[src/rtl/core/uubs_pkg.sv]
// Shared types and constants for the uudecode body stream core.
package uubs_pkg;

  // Result kinds
  localparam logic [1:0] KIND_BYTE  = 2'd0;
  localparam logic [1:0] KIND_END   = 2'd1;
  localparam logic [1:0] KIND_SHORT = 2'd2;

  // Queue between front and back
  localparam int QDEPTH = 4;
  localparam int QAW    = $clog2(QDEPTH);

  // One queued job: a kind, how many results (1..3), packed bytes
  typedef struct packed {
    logic [1:0]  kind;
    logic [1:0]  nres;
    logic [23:0] word;
  } uubs_entry_t;

  // Queue status seen by the front and back parts
  typedef struct packed {
    logic full;
    logic empty;
  } uubs_qstat_t;

endpackage

[src/rtl/core/uudecode_body_stream_core.sv]
// Top level of the streaming uudecode body decoder.
//
// Input channel (in_valid/in_ready/in_text_char) takes one body character
// per transfer, starting after the begin line. Result channel (out_valid/
// out_ready) gives out_kind, out_data_byte and out_last_of_run: decoded
// bytes, an end-of-data mark, or a short line error. out_last_of_run flags
// the final result caused by one character.
// Throughput: one character per cycle while the job queue is not full; the
// back end sends one result per cycle while out_ready is high, so a
// four-character group with three bytes keeps pace.
// A result is presented once the job for its character, written to the queue
// at the transfer, has been loaded into the output register.
// A four-entry job queue sits between the character front end and the
// result sender; in_ready drops only while that queue is full, which
// happens when the receiver stalls out_ready for long enough.
// Reset (rst_n low, synchronous) returns to line start and empties the
// queue and the output register. After the end-of-data line, characters
// are accepted and ignored.
module uudecode_body_stream_core import uubs_pkg::*; (
  input  logic       clk,
  input  logic       rst_n,
  input  logic       in_valid,
  output logic       in_ready,
  input  logic [7:0] in_text_char,
  output logic       out_valid,
  input  logic       out_ready,
  output logic [1:0] out_kind,
  output logic [7:0] out_data_byte,
  output logic       out_last_of_run
);

  uubs_qstat_t qstat;
  uubs_entry_t push_entry, pop_entry;
  logic        push, pop;

  uubs_front u_front (
    .clk          (clk),
    .rst_n        (rst_n),
    .in_valid     (in_valid),
    .in_ready     (in_ready),
    .in_text_char (in_text_char),
    .qstat        (qstat),
    .push         (push),
    .push_entry   (push_entry)
  );

  uubs_fifo u_fifo (
    .clk        (clk),
    .rst_n      (rst_n),
    .push       (push),
    .push_entry (push_entry),
    .pop        (pop),
    .pop_entry  (pop_entry),
    .qstat      (qstat)
  );

  uubs_back u_back (
    .clk             (clk),
    .rst_n           (rst_n),
    .qstat           (qstat),
    .pop_entry       (pop_entry),
    .pop             (pop),
    .out_valid       (out_valid),
    .out_ready       (out_ready),
    .out_kind        (out_kind),
    .out_data_byte   (out_data_byte),
    .out_last_of_run (out_last_of_run)
  );

`ifndef NO_ASSERTIONS
  // Non-byte results carry a zero byte
  a_zero_byte: assert property (@(posedge clk) disable iff (!rst_n)
    (out_valid && out_kind != KIND_BYTE) |-> (out_data_byte == 8'd0))
    else $error("non-byte result with nonzero data");

  // End and error marks are always single results
  a_mark_last: assert property (@(posedge clk) disable iff (!rst_n)
    (out_valid && out_kind != KIND_BYTE) |-> out_last_of_run)
    else $error("mark result not flagged last");

  // Nothing follows the end-of-data mark
  a_end_final: assert property (@(posedge clk) disable iff (!rst_n)
    (out_valid && out_ready && out_kind == KIND_END) |=> !out_valid)
    else $error("result after end of data");
`endif

endmodule

[src/rtl/core/uubs_front.sv]
// Front part: accepts characters, tracks line state and builds result jobs.
module uubs_front import uubs_pkg::*; (
  input  logic        clk,
  input  logic        rst_n,
  input  logic        in_valid,
  output logic        in_ready,
  input  logic [7:0]  in_text_char,
  input  uubs_qstat_t qstat,
  output logic        push,
  output uubs_entry_t push_entry
);

  localparam logic [1:0] PH_LINE_START = 2'd0;
  localparam logic [1:0] PH_DATA       = 2'd1;
  localparam logic [1:0] PH_SKIP       = 2'd2;
  localparam logic [1:0] PH_DONE       = 2'd3;
  localparam logic [7:0] NL_CHAR       = 8'd10;
  localparam logic [7:0] SPACE_CHAR    = 8'd32;

  logic [1:0]  phase_r, phase_nxt;
  logic [5:0]  remaining_r, remaining_nxt;
  logic [1:0]  group_pos_r, group_pos_nxt;
  logic [17:0] group_bits_r, group_bits_nxt;

  logic [7:0]  diff;
  logic [5:0]  six;
  logic [5:0]  take;
  logic        gen;
  uubs_entry_t entry;
  logic        fire;

  assign diff     = in_text_char - SPACE_CHAR;
  assign six      = diff[5:0];
  assign take     = (remaining_r < 6'd3) ? remaining_r : 6'd3;
  assign in_ready = !qstat.full;
  assign fire     = in_valid && in_ready;

  // Per-character decode step
  always_comb begin
    phase_nxt      = phase_r;
    remaining_nxt  = remaining_r;
    group_pos_nxt  = group_pos_r;
    group_bits_nxt = group_bits_r;
    gen            = 1'b0;
    entry          = '0;
    case (phase_r)
      PH_LINE_START: begin
        if (in_text_char == NL_CHAR) begin
          gen        = 1'b1;
          entry.kind = KIND_SHORT;
          entry.nres = 2'd1;
        end else if (six == 6'd0) begin
          gen        = 1'b1;
          entry.kind = KIND_END;
          entry.nres = 2'd1;
          phase_nxt  = PH_DONE;
        end else begin
          remaining_nxt  = six;
          group_pos_nxt  = 2'd0;
          group_bits_nxt = '0;
          phase_nxt      = PH_DATA;
        end
      end
      PH_DATA: begin
        if (in_text_char == NL_CHAR) begin
          gen            = 1'b1;
          entry.kind     = KIND_SHORT;
          entry.nres     = 2'd1;
          group_pos_nxt  = 2'd0;
          group_bits_nxt = '0;
          remaining_nxt  = 6'd0;
          phase_nxt      = PH_LINE_START;
        end else if (group_pos_r != 2'd3) begin
          group_bits_nxt = {group_bits_r[11:0], six};
          group_pos_nxt  = group_pos_r + 2'd1;
        end else begin
          // fourth character completes the group
          gen            = (take != 6'd0);
          entry.kind     = KIND_BYTE;
          entry.nres     = take[1:0];
          entry.word     = {group_bits_r, six};
          remaining_nxt  = remaining_r - take;
          group_pos_nxt  = 2'd0;
          group_bits_nxt = '0;
          if (remaining_r == take) phase_nxt = PH_SKIP;
        end
      end
      PH_SKIP: begin
        if (in_text_char == NL_CHAR) phase_nxt = PH_LINE_START;
      end
      default: begin
      end
    endcase
  end

  assign push       = fire && gen;
  assign push_entry = entry;

  // State registers
  always_ff @(posedge clk) begin
    if (!rst_n) begin
      phase_r      <= PH_LINE_START;
      remaining_r  <= '0;
      group_pos_r  <= '0;
      group_bits_r <= '0;
    end else if (fire) begin
      phase_r      <= phase_nxt;
      remaining_r  <= remaining_nxt;
      group_pos_r  <= group_pos_nxt;
      group_bits_r <= group_bits_nxt;
    end
  end

endmodule

[src/rtl/core/uubs_fifo.sv]
// Short job queue between the front and back parts.
module uubs_fifo import uubs_pkg::*; (
  input  logic        clk,
  input  logic        rst_n,
  input  logic        push,
  input  uubs_entry_t push_entry,
  input  logic        pop,
  output uubs_entry_t pop_entry,
  output uubs_qstat_t qstat
);

  uubs_entry_t        mem_r [QDEPTH];
  logic [QAW-1:0]     wr_ptr_r, rd_ptr_r;
  logic [QAW:0]       count_r, count_nxt;
  logic               do_push, do_pop;

  assign qstat.full  = (count_r == (QAW+1)'(QDEPTH));
  assign qstat.empty = (count_r == '0);
  assign do_push     = push && !qstat.full;
  assign do_pop      = pop && !qstat.empty;
  assign pop_entry   = mem_r[rd_ptr_r];

  // Occupancy
  always_comb begin
    count_nxt = count_r;
    if (do_push && !do_pop) count_nxt = count_r + (QAW+1)'(1);
    else if (do_pop && !do_push) count_nxt = count_r - (QAW+1)'(1);
  end

  // Pointers and count
  always_ff @(posedge clk) begin
    if (!rst_n) begin
      wr_ptr_r <= '0;
      rd_ptr_r <= '0;
      count_r  <= '0;
    end else begin
      if (do_push) wr_ptr_r <= wr_ptr_r + QAW'(1);
      if (do_pop)  rd_ptr_r <= rd_ptr_r + QAW'(1);
      count_r <= count_nxt;
    end
  end

  // Entry storage
  always_ff @(posedge clk) begin
    if (do_push) mem_r[wr_ptr_r] <= push_entry;
  end

endmodule

[src/rtl/core/uubs_back.sv]
// Back part: sends queued jobs' results one per cycle while out_ready is high.
module uubs_back import uubs_pkg::*; (
  input  logic        clk,
  input  logic        rst_n,
  input  uubs_qstat_t qstat,
  input  uubs_entry_t pop_entry,
  output logic        pop,
  output logic        out_valid,
  input  logic        out_ready,
  output logic [1:0]  out_kind,
  output logic [7:0]  out_data_byte,
  output logic        out_last_of_run
);

  uubs_entry_t cur_r;
  logic        cur_valid_r;
  logic [1:0]  idx_r;
  logic        out_fire;
  logic        last;

  assign last            = (idx_r == cur_r.nres - 2'd1);
  assign out_fire        = out_valid && out_ready;
  assign pop             = (!cur_valid_r || (out_fire && last)) && !qstat.empty;
  assign out_valid       = cur_valid_r;
  assign out_kind        = cur_r.kind;
  assign out_last_of_run = last;

  // Byte select, most significant first
  always_comb begin
    case (idx_r)
      2'd0:    out_data_byte = cur_r.word[23:16];
      2'd1:    out_data_byte = cur_r.word[15:8];
      default: out_data_byte = cur_r.word[7:0];
    endcase
  end

  // Control: job valid and result index
  always_ff @(posedge clk) begin
    if (!rst_n) begin
      cur_valid_r <= 1'b0;
      idx_r       <= '0;
    end else if (pop) begin
      cur_valid_r <= 1'b1;
      idx_r       <= '0;
    end else if (out_fire) begin
      if (last) cur_valid_r <= 1'b0;
      else      idx_r       <= idx_r + 2'd1;
    end
  end

  // Job payload
  always_ff @(posedge clk) begin
    if (pop) cur_r <= pop_entry;
  end

endmodule
[config.mk]
export PLATFORM = sky130hd
export DESIGN_NAME = uudecode_body_stream_core
export DESIGN_NICKNAME = d
export VERILOG_FILES = /design/src/rtl/core/uubs_pkg.sv /design/src/rtl/core/uudecode_body_stream_core.sv /design/src/rtl/core/uubs_front.sv /design/src/rtl/core/uubs_fifo.sv /design/src/rtl/core/uubs_back.sv
export SDC_FILE = /design/constraint.sdc
export NUM_CORES = 1
export LEC_CHECK = 0
export BUFFER_PORTS_ARGS = -buffer_cell sky130_fd_sc_hd__buf_2
export CORE_MARGIN = 2
export CORE_UTILIZATION = 45
export DETAILED_ROUTE_END_ITERATION = 6
export GPL_TIMING_DRIVEN = 1
export HOLD_SLACK_MARGIN = 0.1
export SYNTH_ARGS = -nofsm -noshare
export SYNTH_HDL_FRONTEND = slang
export SYNTH_SLANG_ARGS = --single-unit
[constraint.sdc]
create_clock -name clk -period 3.3 [get_ports clk]
set_input_delay 0.66 -clock clk [delete_from_list [all_inputs] [get_ports clk]]
set_output_delay 0.66 -clock clk [all_outputs]
set_load 0.1 [all_outputs]
Word-level counts from Yosys, hierarchy flattened
Memory sizes are Yosys's and may differ from the RTL's. A register that Yosys moved wholly into a read port is not among the register bits.
Cells that the tools add are included.

storage, ports and cells
  RAM bits = 112
  register bits = 38
  output and inout port bits = 13
  memories kept = 1

cells by class
  multiplexer cells = 43
  reductions and logical operators = 31
  bitwise gates (word level) = 2
  order comparisons = 1
  equality and inequality tests = 13
  $add $sub $neg = 9

memories
  name          words  width  rd ports  clocked after memory_dff  write ports  RTL line         RTL
  u_fifo.mem_r  4      28     1         1                         1            uubs_fifo.sv:12  uubs_entry_t mem_r [QDEPTH];

operators by type and width
  operator             count
  $mux 18              4
  $mux 24              2
  $pmux 18 s2          1
  $mux 6               5
  $mux 26              1
  $mux 2               10
  $pmux 8 s2           1
  $pmux 6 s2           1
  $logic_and 1x1->1    9
  $mux 1               9
  $mux 3               3
  $add 2x1->2 const B  4
  $eq 8x4->1 const B   1
  $mux 4               2
  $pmux 4 s2           1
  $reduce_bool 2->1    4
  $eq 6x6->1           1
  $logic_not 6->1      1
  $lt 6x2->1 const B   1
  $ne 2x2->1 const B   3
  $pmux 2 s3           1
  $reduce_and 6->1     1
  $reduce_bool 6->1    1
  $sub 6x6->6          1
  23 further kinds     31

Longest topological paths before layout
Gate-level depths: netlist of the first run.

  word-level depth = 12
  mapped depth = 12
  gate-level depth less buffers = 11

Hierarchy
From an unflattened synthesis of the first run, not the netlist that was laid out.

second synthesis, totals
  cells, all modules = 493
  area, all modules = 7,517.2 µm²

by module, submodules not included
  module      times used  area each (µm²)  seq. area each (µm²)  cells each
  uubs_fifo   1           4,571.9          3,543.4               194
  uubs_front  1           1,714.1          560.5                 213
  uubs_back   1           1,231.2          900.9                 86

Worst setup path before layout of the first run
No wires, ideal clock.

  path type = reg2reg
  start = register u_back.cur_r[25] (netlist name)
  end = register u_fifo.count_r[2]
  setup time = 0.071 ns
  clock period less this slack = 5.355 ns
  stages on the path, launching flop included = 12
  arrival time = 5.284 ns
  setup slack = -2.055 ns
  required time = 3.229 ns
  cell sequence = edfxtp_1 xnor2_1 mux2i_1 a21boi_0 nor2_1 inv_1 ha_1 inv_1 fa_1 xor2_1 or3_1 a21oi_1

between the ends
  cells in the longest elaborated chain, start to end = 9
  elaborated cells between the ends (all ways) = 11
  classes of those cells = add/sub: 1; eq/ne: 1; mux: 1; reduce/logical: 8

ends and longest elaborated chain
  what                                         RTL line                         RTL
  $sub 2x1->2 *                                uubs_back.sv:21                  assign last = (idx_r == cur_r.nres - 2'd1);
  $eq 2x2->1 *                                 uubs_back.sv:21
  via out_last_of_run                          uudecode_body_stream_core.sv:29  output logic out_last_of_run
  $logic_and 1x1->1 *                          uubs_back.sv:23                  assign pop = (!cur_valid_r || (out_fire && last)) && !qstat.empty;
  $logic_or 1x1->1 *                           uubs_back.sv:23
  $logic_and 1x1->1 *                          uubs_back.sv:23
  via pop                                      uudecode_body_stream_core.sv:34  logic push, pop;
  $logic_and 1x1->1 *                          uubs_fifo.sv:20                  assign do_pop = pop && !qstat.empty;
  $logic_not 1->1                              uubs_fifo.sv:26                  if (do_push && !do_pop) count_nxt = count_r + (QAW+1)'(1);
  $logic_and 1x1->1                            uubs_fifo.sv:26
  $mux 3 or $reduce_bool 2->1 (tied branches)  -
  end signal: assignment                       uubs_fifo.sv:39                  count_r <= count_nxt;
  end: declaration                             uubs_fifo.sv:14                  logic [QAW:0] count_r, count_nxt;

Mark *: on every way through the listed nets, which the timed path passes. The rest lies on a longest branch.
A chain may end at the register's enable or synchronous reset.

Final worst setup path of the first run
  start = input port in_text_char[0]
  end = register u_fifo.count_r[2]

between the ends
  cells in the longest elaborated chain, start to end = 10
  elaborated cells between the ends (all ways) = 14
  classes of those cells = add/sub: 1; eq/ne: 1; mux: 5; reduce/logical: 7

ends and longest elaborated chain
  what                         RTL line                         RTL
  start: declaration           uudecode_body_stream_core.sv:24  input logic [7:0] in_text_char,
  $sub 6x6->6                  uubs_front.sv:32                 assign diff = in_text_char - SPACE_CHAR;
  $logic_not 6->1              uubs_front.sv:52                 end else if (six == 6'd0) begin
  $mux 1                       uubs_front.sv:52
  $mux 1                       uubs_front.sv:48                 if (in_text_char == NL_CHAR) begin
  $pmux 1 s2 *                 uubs_front.sv:46                 case (phase_r)
  $logic_and 1x1->1 *          uubs_front.sv:96                 assign push = fire && gen;
  $logic_and 1x1->1 *          uubs_fifo.sv:19                  assign do_push = push && !qstat.full;
  via u_fifo.do_push           uubs_fifo.sv:15                  logic do_push, do_pop;
  $logic_not 1->1              uubs_fifo.sv:27                  else if (do_pop && !do_push) count_nxt = count_r - (QAW+1)'(1);
  $logic_and 1x1->1            uubs_fifo.sv:27
  $reduce_bool 2->1 (no line)  -

Marked as above.

==> results of run 1 <==
[how the worst max path moves through the flow]
stage	startpoint	to	depth (start not counted)
2_1_floorplan	u_back.cur_r[25]	u_fifo.count_r[2]	11
3_3_place_gp	in_text_char[0]	u_fifo.count_r[2]	11
3_5_place_dp	in_text_char[0]	u_fifo.count_r[2]	11
4_1_cts	in_text_char[0]	u_fifo.count_r[2]	11
5_1_grt	in_text_char[0]	u_fifo.count_r[2]	11
6_report	in_text_char[0]	u_fifo.count_r[2]	11
[cell usage after synthesis, types with 10 or more instances]
master,count
edfxtp_1,140
nand2_1,51
dfxtp_1,38
a21oi_1,30
mux4_2,28
and2_1,20
nand3_1,17
ha_1,14
clkbuf_1,12
inv_1,11
nor2_1,10
[power by group through the flow]
| stage | logic, mW | clock network, mW | registers, mW |
|---|---|---|---|
| CTS | 2.00 | 2.06 | 2.93 |
| global placement | 1.97 | 0 | 2.96 |
| global route | 2.11 | 2.15 | 2.96 |
| detailed placement | 2.00 | 0 | 2.97 |
| finish | 1.98 | 2.04 | 2.92 |
| floorplan | 1.63 | 0 | 2.89 |
[cells by family after synthesis]
logic type / synth area share
simple gates: 0.1052
flops: 0.6809
fa+ha+maj: 0.02677
mux: 0.09609
xor+xnor: 0.006007
compound gates: 0.06040
buf+inv: 0.02471
[routing by layer]
metal | routed length, µm | up-vias
met2 | 6902 | 81
li1 | - | 1903
met1 | 6142 | 1986
met4 | 116 | 0
met3 | 543 | 6
met5 | 0 | -
[state kept, by name (all words and copies together) (netlist names)]
signal,count
u_back.out_valid,1
u_front.group_pos_r,2
u_back.out_kind,2
u_front.phase_r,2
u_back.cur_r,26
u_front.group_bits_r,18
u_front.remaining_r,6
u_back.idx_r,2
u_fifo.wr_ptr_r,2
u_fifo.mem_r,112
u_fifo.count_r,3
u_fifo.rd_ptr_r,2
[layout by cell type (no fill, tap or decap), types with 5 or more instances in the layout]
cell type  instances
edfxtp_1         140
clkbuf_16         17
dfxtp_1           36
or3_1              5
o21ai_0            5
buf_12             5
buf_4             13
clkinv_1           6
buf_2             24
nand2b_1           6
mux2i_1            6
nand3_1           17
a21oi_1           30
mux4_2            28
nand2_1           51
and2_1            20
nor3_1             8
inv_1             11
ha_1              14
a22oi_1            8
nor2_1             9
[per-stage QoR]
step,power (mW),hold WS (ns)
after floorplan,4.523,0.4273
after global placement,4.937,0.4397
after detailed placement,4.970,0.4400
after CTS,6.994,0.4484
after global routing,7.223,0.4678
final,6.935,0.4463
[critical path, stage by stage]
cell and delay, ns:
buf_2 0.11, or3_4 0.41, or4b_4 0.53, o21a_1 0.21, a21oi_4 0.17, ha_1 0.19
inv_1 0.06, fa_1 0.37, xor2_1 0.17, or3_1 0.31, a21oi_1 0.14
[final cells by class]
class,instances,area [µm²]
clock inverters,13,166.4
fillers,1354,7515
inverters,12,45.04
multi-input cells,265,2171
well taps,216,270.3
repair buffers,42,317.8
clock buffers,19,432.9
flip-flops and latches,178,4967
==> summary.md, run 1 <==
| Metric | Value |
|---|---|
| Outcome | `completed` |
| Sequential power share | `0.421` |
| WL/cell | `18.40 µm` |
| Cts hold-fix bufs | `0` |
| CP max FO | `4` |
| Sw Share | `0.3501` |
| Main synth FF type | `edfxtp_1` |
| Max Cap Viol | `0` |
| Vias | `3976` |
| Hold Path Stages | `2` |
| GRT busiest layer | `met2` |
| Pwr/cell area | `828.5 nW/µm²` |
| Dpl cells | `713` |
| Number of flops mapped to enable cells by yosys | `140` |
| Resized Gates After CTS | `0` |
| CTS Buf Count | `17` |
| Clk_lat worst skew | `roughly 0.42 ns` |
| Placed inst area | `just under 8000 µm²` |
| Setup TNS | `0 ns` |
| PnR worst setup slack | `0.3036 ns` |
| Clk root buf | `clkbuf_16` |
| Reg2reg start | `u_front.remaining_r[2]` |
| FFs w/ async S/R, synth | `0` |
| Synthesized area | `7292 µm²` |
| CTS H-Tree Depth | `4` |
| TritonCTS sink count | `178` |
| CTS tree | `done` |
| Die ar. | `17240 µm²` |
| Synth-to-Final Area Change | `14.79%` |
| Critical path arrival | `3.34 ns` |
| Mapped Cells | `~480` |
| F_max | `333.7 MHz` |
| Hold Path Sink | `u_front.group_bits_r[13]` |
| Die extent in y | `131.3 µm` |
| Layout cells sized above 1 | `0.2155` |
| Net count after synthesis | `508` |
| I/O Buffers | `24` |
| Internal power | `4.507 mW` |
| Drt drc | `0` |
| Worst-Margin Slew | `roughly 1.2 ns` |
| Switching power | `2.428 mW` |
| Drt pass-1 iters | `5` |
| Post-synth cell types | `56` |
| Starting density of the core | `0.4590` |
| Vias/cell | `between 5 and 6` |
| Num ports | `25` |
| Initial antenna violation count | `0` |
| Clk buf depth | `2` |
| Synth Register Bits | `178` |
| Hold Violations, Final | `0` |
| Die width | `roughly 130 µm` |
| Tot GR Track Use | `0.1658` |
| HP Start | `u_front.group_bits_r[13]` |
| Worst-path clk slew | `0.06 ns` |
| Seq/Total Area, Yosys | `0.6809` |
| Worst IR drop on VDD | `roughly 0.00059 V` |
| Critical path required time | `3.64 ns` |
| Nets | `between 500 and 600` |
| Fin area | `approximately 8400 µm²` |
| Crit Path Category | `input port to flop` |
| Synth area leaders | `edfxtp_1 58%, dfxtp_1 10%, mux4_2 8.6%` |
| RSZ-0062 raised after global routing | `false` |
| N_diodes | `0` |
| Leakage | `2.956 nW` |
| M2 GR Usage | `0.2740` |
| Syn avg cell area | `15.16 µm²` |
| Worst min path class | `flop to flop` |
| Combinational group share of total power | `0.285` |
| Final Cycle Share | `0.9080` |
| FF-to-FF End | `u_fifo.count_r[2]` |
| Synth top area share | `0.5765` |
| Fin util | `0.5269` |
| Largest area contributor in the netlist | `edfxtp_1` |
| Post-detail-place hpwl | `8.516 mm` |
| DRT iter0 DRCs | `278` |
| Grt ovf | `0` |
| Relative slew slack | `0.2090` |
| Global-route wire length before repair | `21.93 mm` |
| Layout Cells excl Fill | `~750` |
| Yosys warning total | `0` |
| Clock skew | `0.003679 ns` |
| Critical Path End Type | `flop` |
| RD Place Congestion | `0.8040` |
| Endpoints failing setup | `0` |
| Core area | `between 15000 and 20000 µm²` |
| Final Slew Violations | `0` |
| Critical path launch point type | `input port` |
| GRT met3 Usage | `0.04051` |
| # Post-CTS Setup Buffers | `0` |
| Row cnt | `46` |
| Clock power share | `0.294` |
| M1 GR Usage | `0.2148` |
| R2R depth | `10` |
| Pre-CTS setup slack | `-0.1451 ns` |
| Final wirelength | `about 14 mm` |
| R2R Setup Slk | `0.59 ns` |
| ANT nets after route | `0` |
| Vias in the first global route | `4070` |
| Period minus WS final | `2.996 ns` |
| Largest net degree at the start of global routing | `32` |
Note: power is estimated with default switching activity, not from simulation.
==> inputs of run 2 (changes only) <==
Settings changed: CORE_ASPECT_RATIO set to 1.2, RECOVER_POWER set to 50, SYNTH_HIERARCHICAL set to 1.
==> run 2 against run 1 <==
Register-to-register slack worse by 0.23 ns. Largest cell class unchanged. Via count grew 3.5%. Total power decreased by 29%. The flow now finishes with violations (capacitance limit, slew limit). Sequential share of layout area is essentially flat. Highest routed layer unchanged. Flip-flop and latch count is 2 higher. Cell area rose by 0.73%. Clock skew increased by 0.0064 ns. Largest power group unchanged. Final cell count rose by 0.94%.
==> summary.md, run 2 <==
| Metric | Value |
|---|---|
| Synth-to-Final Area Change | `12.17%` |
| Top reg by flops | `u_fifo/mem_r` |
| Most common library cell in the layout ignoring fill and taps | `edfxtp_1` |
| Fin area | `8432 µm²` |
| Internal power | `3.724 mW` |
| Post-detail-place hpwl | `8.715 mm` |
| Count leader, synth | `edfxtp_1` |
| Clk_lat worst skew | `0.42 ns` |
| Total chip power | `~4.9 mW` |
| Drt pass-1 iters | `5` |
| Fin util | `0.5182` |
| Setup TNS | `0 ns` |
| CTS Buf Count | `17` |
| Tot GR Track Use | `0.1682` |
| Hold Path Stages | `2` |
| Nets | `555` |
| Endpoints failing setup | `0` |
| Synth Register Bits | `between 150 and 200` |
| # Post-CTS Setup Buffers | `0` |
| Cts hold-fix bufs | `0` |
| Clk buf depth | `2` |
| Top cells by count, synth | `140 x edfxtp_1, 50 x nand2_1, 40 x dfxtp_1` |
| Worst IR drop on VDD | `0.0002893 V` |
| Vias/cell | `around 5.5` |
| Crit Path Category | `flop to flop` |
| Grt ovf | `0` |
| Vias | `4115` |
| Die extent in y | `around 150 µm` |
| Layout cells sized above 1 | `0.1759` |
| Clock skew | `about 0.010 ns` |
| Final wirelength | `approximately 14 mm` |
| Row cnt | `between 50 and 60` |
| Most frequent cells in the layout | `140 x edfxtp_1, 51 x nand2_1, 39 x dfxtp_1` |
| Critical path required time | `~3.6 ns` |
| Combinational group share of total power | `0.098` |
| R2R depth | `8` |
| Clk root buf | `clkbuf_16` |
| WP buf/inv | `1` |
| CP max stage delay | `between 0.6 and 0.7 ns` |
| I/O Buffers | `24` |
| Hold_ws | `0.4521 ns` |
| Core area | `16270 µm²` |
| F_max | `340.0 MHz` |
| Post-synth cell types | `63` |
| Sw Share | `0.2401` |
| Synth area leaders | `edfxtp_1 56%, dfxtp_1 11%, mux4_2 7.2%` |
| Relative slew slack | `-0.09766` |
| N_diodes | `0` |
| Pre-CTS setup slack | `0.001924 ns` |
| Synth top area share | `0.5593` |
| Net count after synthesis | `about 520` |
| ANT nets after route | `0` |
| Critical Path End Type | `flop` |
| Max FFs per register | `112` |
| Syn avg cell area | `15.25 µm²` |
| Initial antenna violation count | `0` |
| Worst-Margin Slew | `1.646 ns` |
| Pwr/cell area | `581.3 nW/µm²` |
| CP max FO | `29` |
| Die ar. | `17760 µm²` |
| FFs w/ async S/R, synth | `0` |
| RSZ-0062 raised after global routing | `false` |
| Number of flops mapped to enable cells by yosys | `140` |
| Num ports | `25` |
| Drt drc | `0` |
| Largest net degree at the start of global routing | `44` |
| Yosys warning total | `6` |
| WL/cell | `18.57 µm` |
| CTS tree | `done` |
| PnR worst setup slack | `0.3587 ns` |
| Clock power share | `0.391` |
| Period minus WS final | `~2.9 ns` |
| Vias in the first global route | `4219` |
| Max Cap Viol | `1` |
| Top flop regs | `u_fifo/mem_r x112, u_back/cur_r x26, u_front/group_bits_r x18` |
| Starting density of the core | `0.4620` |
| Mapped Cells | `493` |
| Critical path cell sequence | `xnor2_1 > mux2_1 > o21ai_0 > and2_0 > clkbuf_2 > o311ai_2 > xnor2_1 > and2_1` |
| Resized Gates After CTS | `0` |
| Critical path arrival | `3.24 ns` |
| Worst min path class | `flop to flop` |
| Seq/Total Area, Yosys | `0.6658` |
| RD Place Congestion | `between 0.8 and 0.9` |
| Final Cycle Share | `0.8913` |
| Global-route wire length before repair | `between 20 and 25 mm` |
| Largest area contributor in the netlist | `edfxtp_1` |
| Switching power | `1.177 mW` |
| Leakage | `2.969 nW` |
| WP depth | `8` |
| Placed inst area | `~7900 µm²` |
| Failing checks | `capacitance limit, slew limit` |
| TritonCTS sink count | `180` |
| Sequential power share | `0.511` |
| Synthesized area | `around 7500 µm²` |
| Outcome | `finished, violations left` |
| Hold Violations, Final | `0` |
| Die width | `122.0 µm` |
| Dpl cells | `722` |
| Critical path launch point type | `flop` |
| Final Slew Violations | `44` |
| Main synth FF type | `edfxtp_1` |
| Critical path's slowest cell | `clkbuf_2` |
| Cell class contributing the biggest share of worst-path delay | `buffers and inverters` |
| Worst-path clk slew | `0.07 ns` |
| DRT iter0 DRCs | `227` |
| CTS H-Tree Depth | `4` |
| Layout Cells excl Fill | `752` |
| Cell repeated most along the worst path | `xnor2_1` |
## run 2: path summary, 6_finish.rpt
check                                 from                  endpoint  slack (ns)
hold reg to reg   u_front/group_bits_r[16]  u_front/group_bits_r[16]        0.45
setup / recovery          u_back/cur_r[25]        u_fifo/rd_ptr_r[1]        0.36
setup reg to reg          u_back/cur_r[25]        u_fifo/rd_ptr_r[1]        0.36
hold / removal    u_front/group_bits_r[16]  u_front/group_bits_r[16]        0.45
## run 2: layout make-up
class / instances / area, µm²
Clock buffer: 18 / 429.2
Clock inverter: 12 / 132.6
Fill cell: 1355 / 7840
Inverter: 17 / 63.81
Multi-Input combinational cell: 271 / 2253
Sequential cell: 180 / 5006
Tap cell: 212 / 265.3
Timing Repair Buffer: 42 / 281.5
## run 2: kinds of logic after synthesis
logic type               Yosys count  synth area share
buffers and inverters             42           0.03029
AO/OA/AOI/OAI                     70           0.07191
AND/OR/NAND/NOR                  144            0.1014
flip-flops                       180            0.6658
XOR/XNOR                           7          0.009155
multiplexers                      36           0.09720
adder cells (fa/ha/maj)           14           0.02430
## run 2: worst register-to-register path, delay by kind of cell, from the launching register on
kind,cells,cell delay [ns]
flip-flops,1,0.41
AO/OA/AOI/OAI,2,0.46
XOR/XNOR,2,0.46
multiplexers,1,0.42
buffers and inverters,1,0.67
AND/OR/NAND/NOR,2,0.39
## run 2: metal layers
metal,global-route usage,vias to the layer above,part of all wire
met5,0,-,0
met4,0.05287,0,0.010
met3,0.03918,10,0.035
met2,0.2838,94,0.52
met1,0.2146,2062,0.43
li1,-,1949,-
## run 2: power groups by stage
stage          sequential [mW]  clock, mW  combinational (mW)
2_1_floorplan             2.54          0               0.379
3_3_place_gp              2.55          0               0.490
3_5_place_dp              2.55          0               0.492
4_1_cts                   2.50       1.96               0.495
5_1_grt                   2.51       2.05               0.530
6_report                  2.50       1.92               0.479
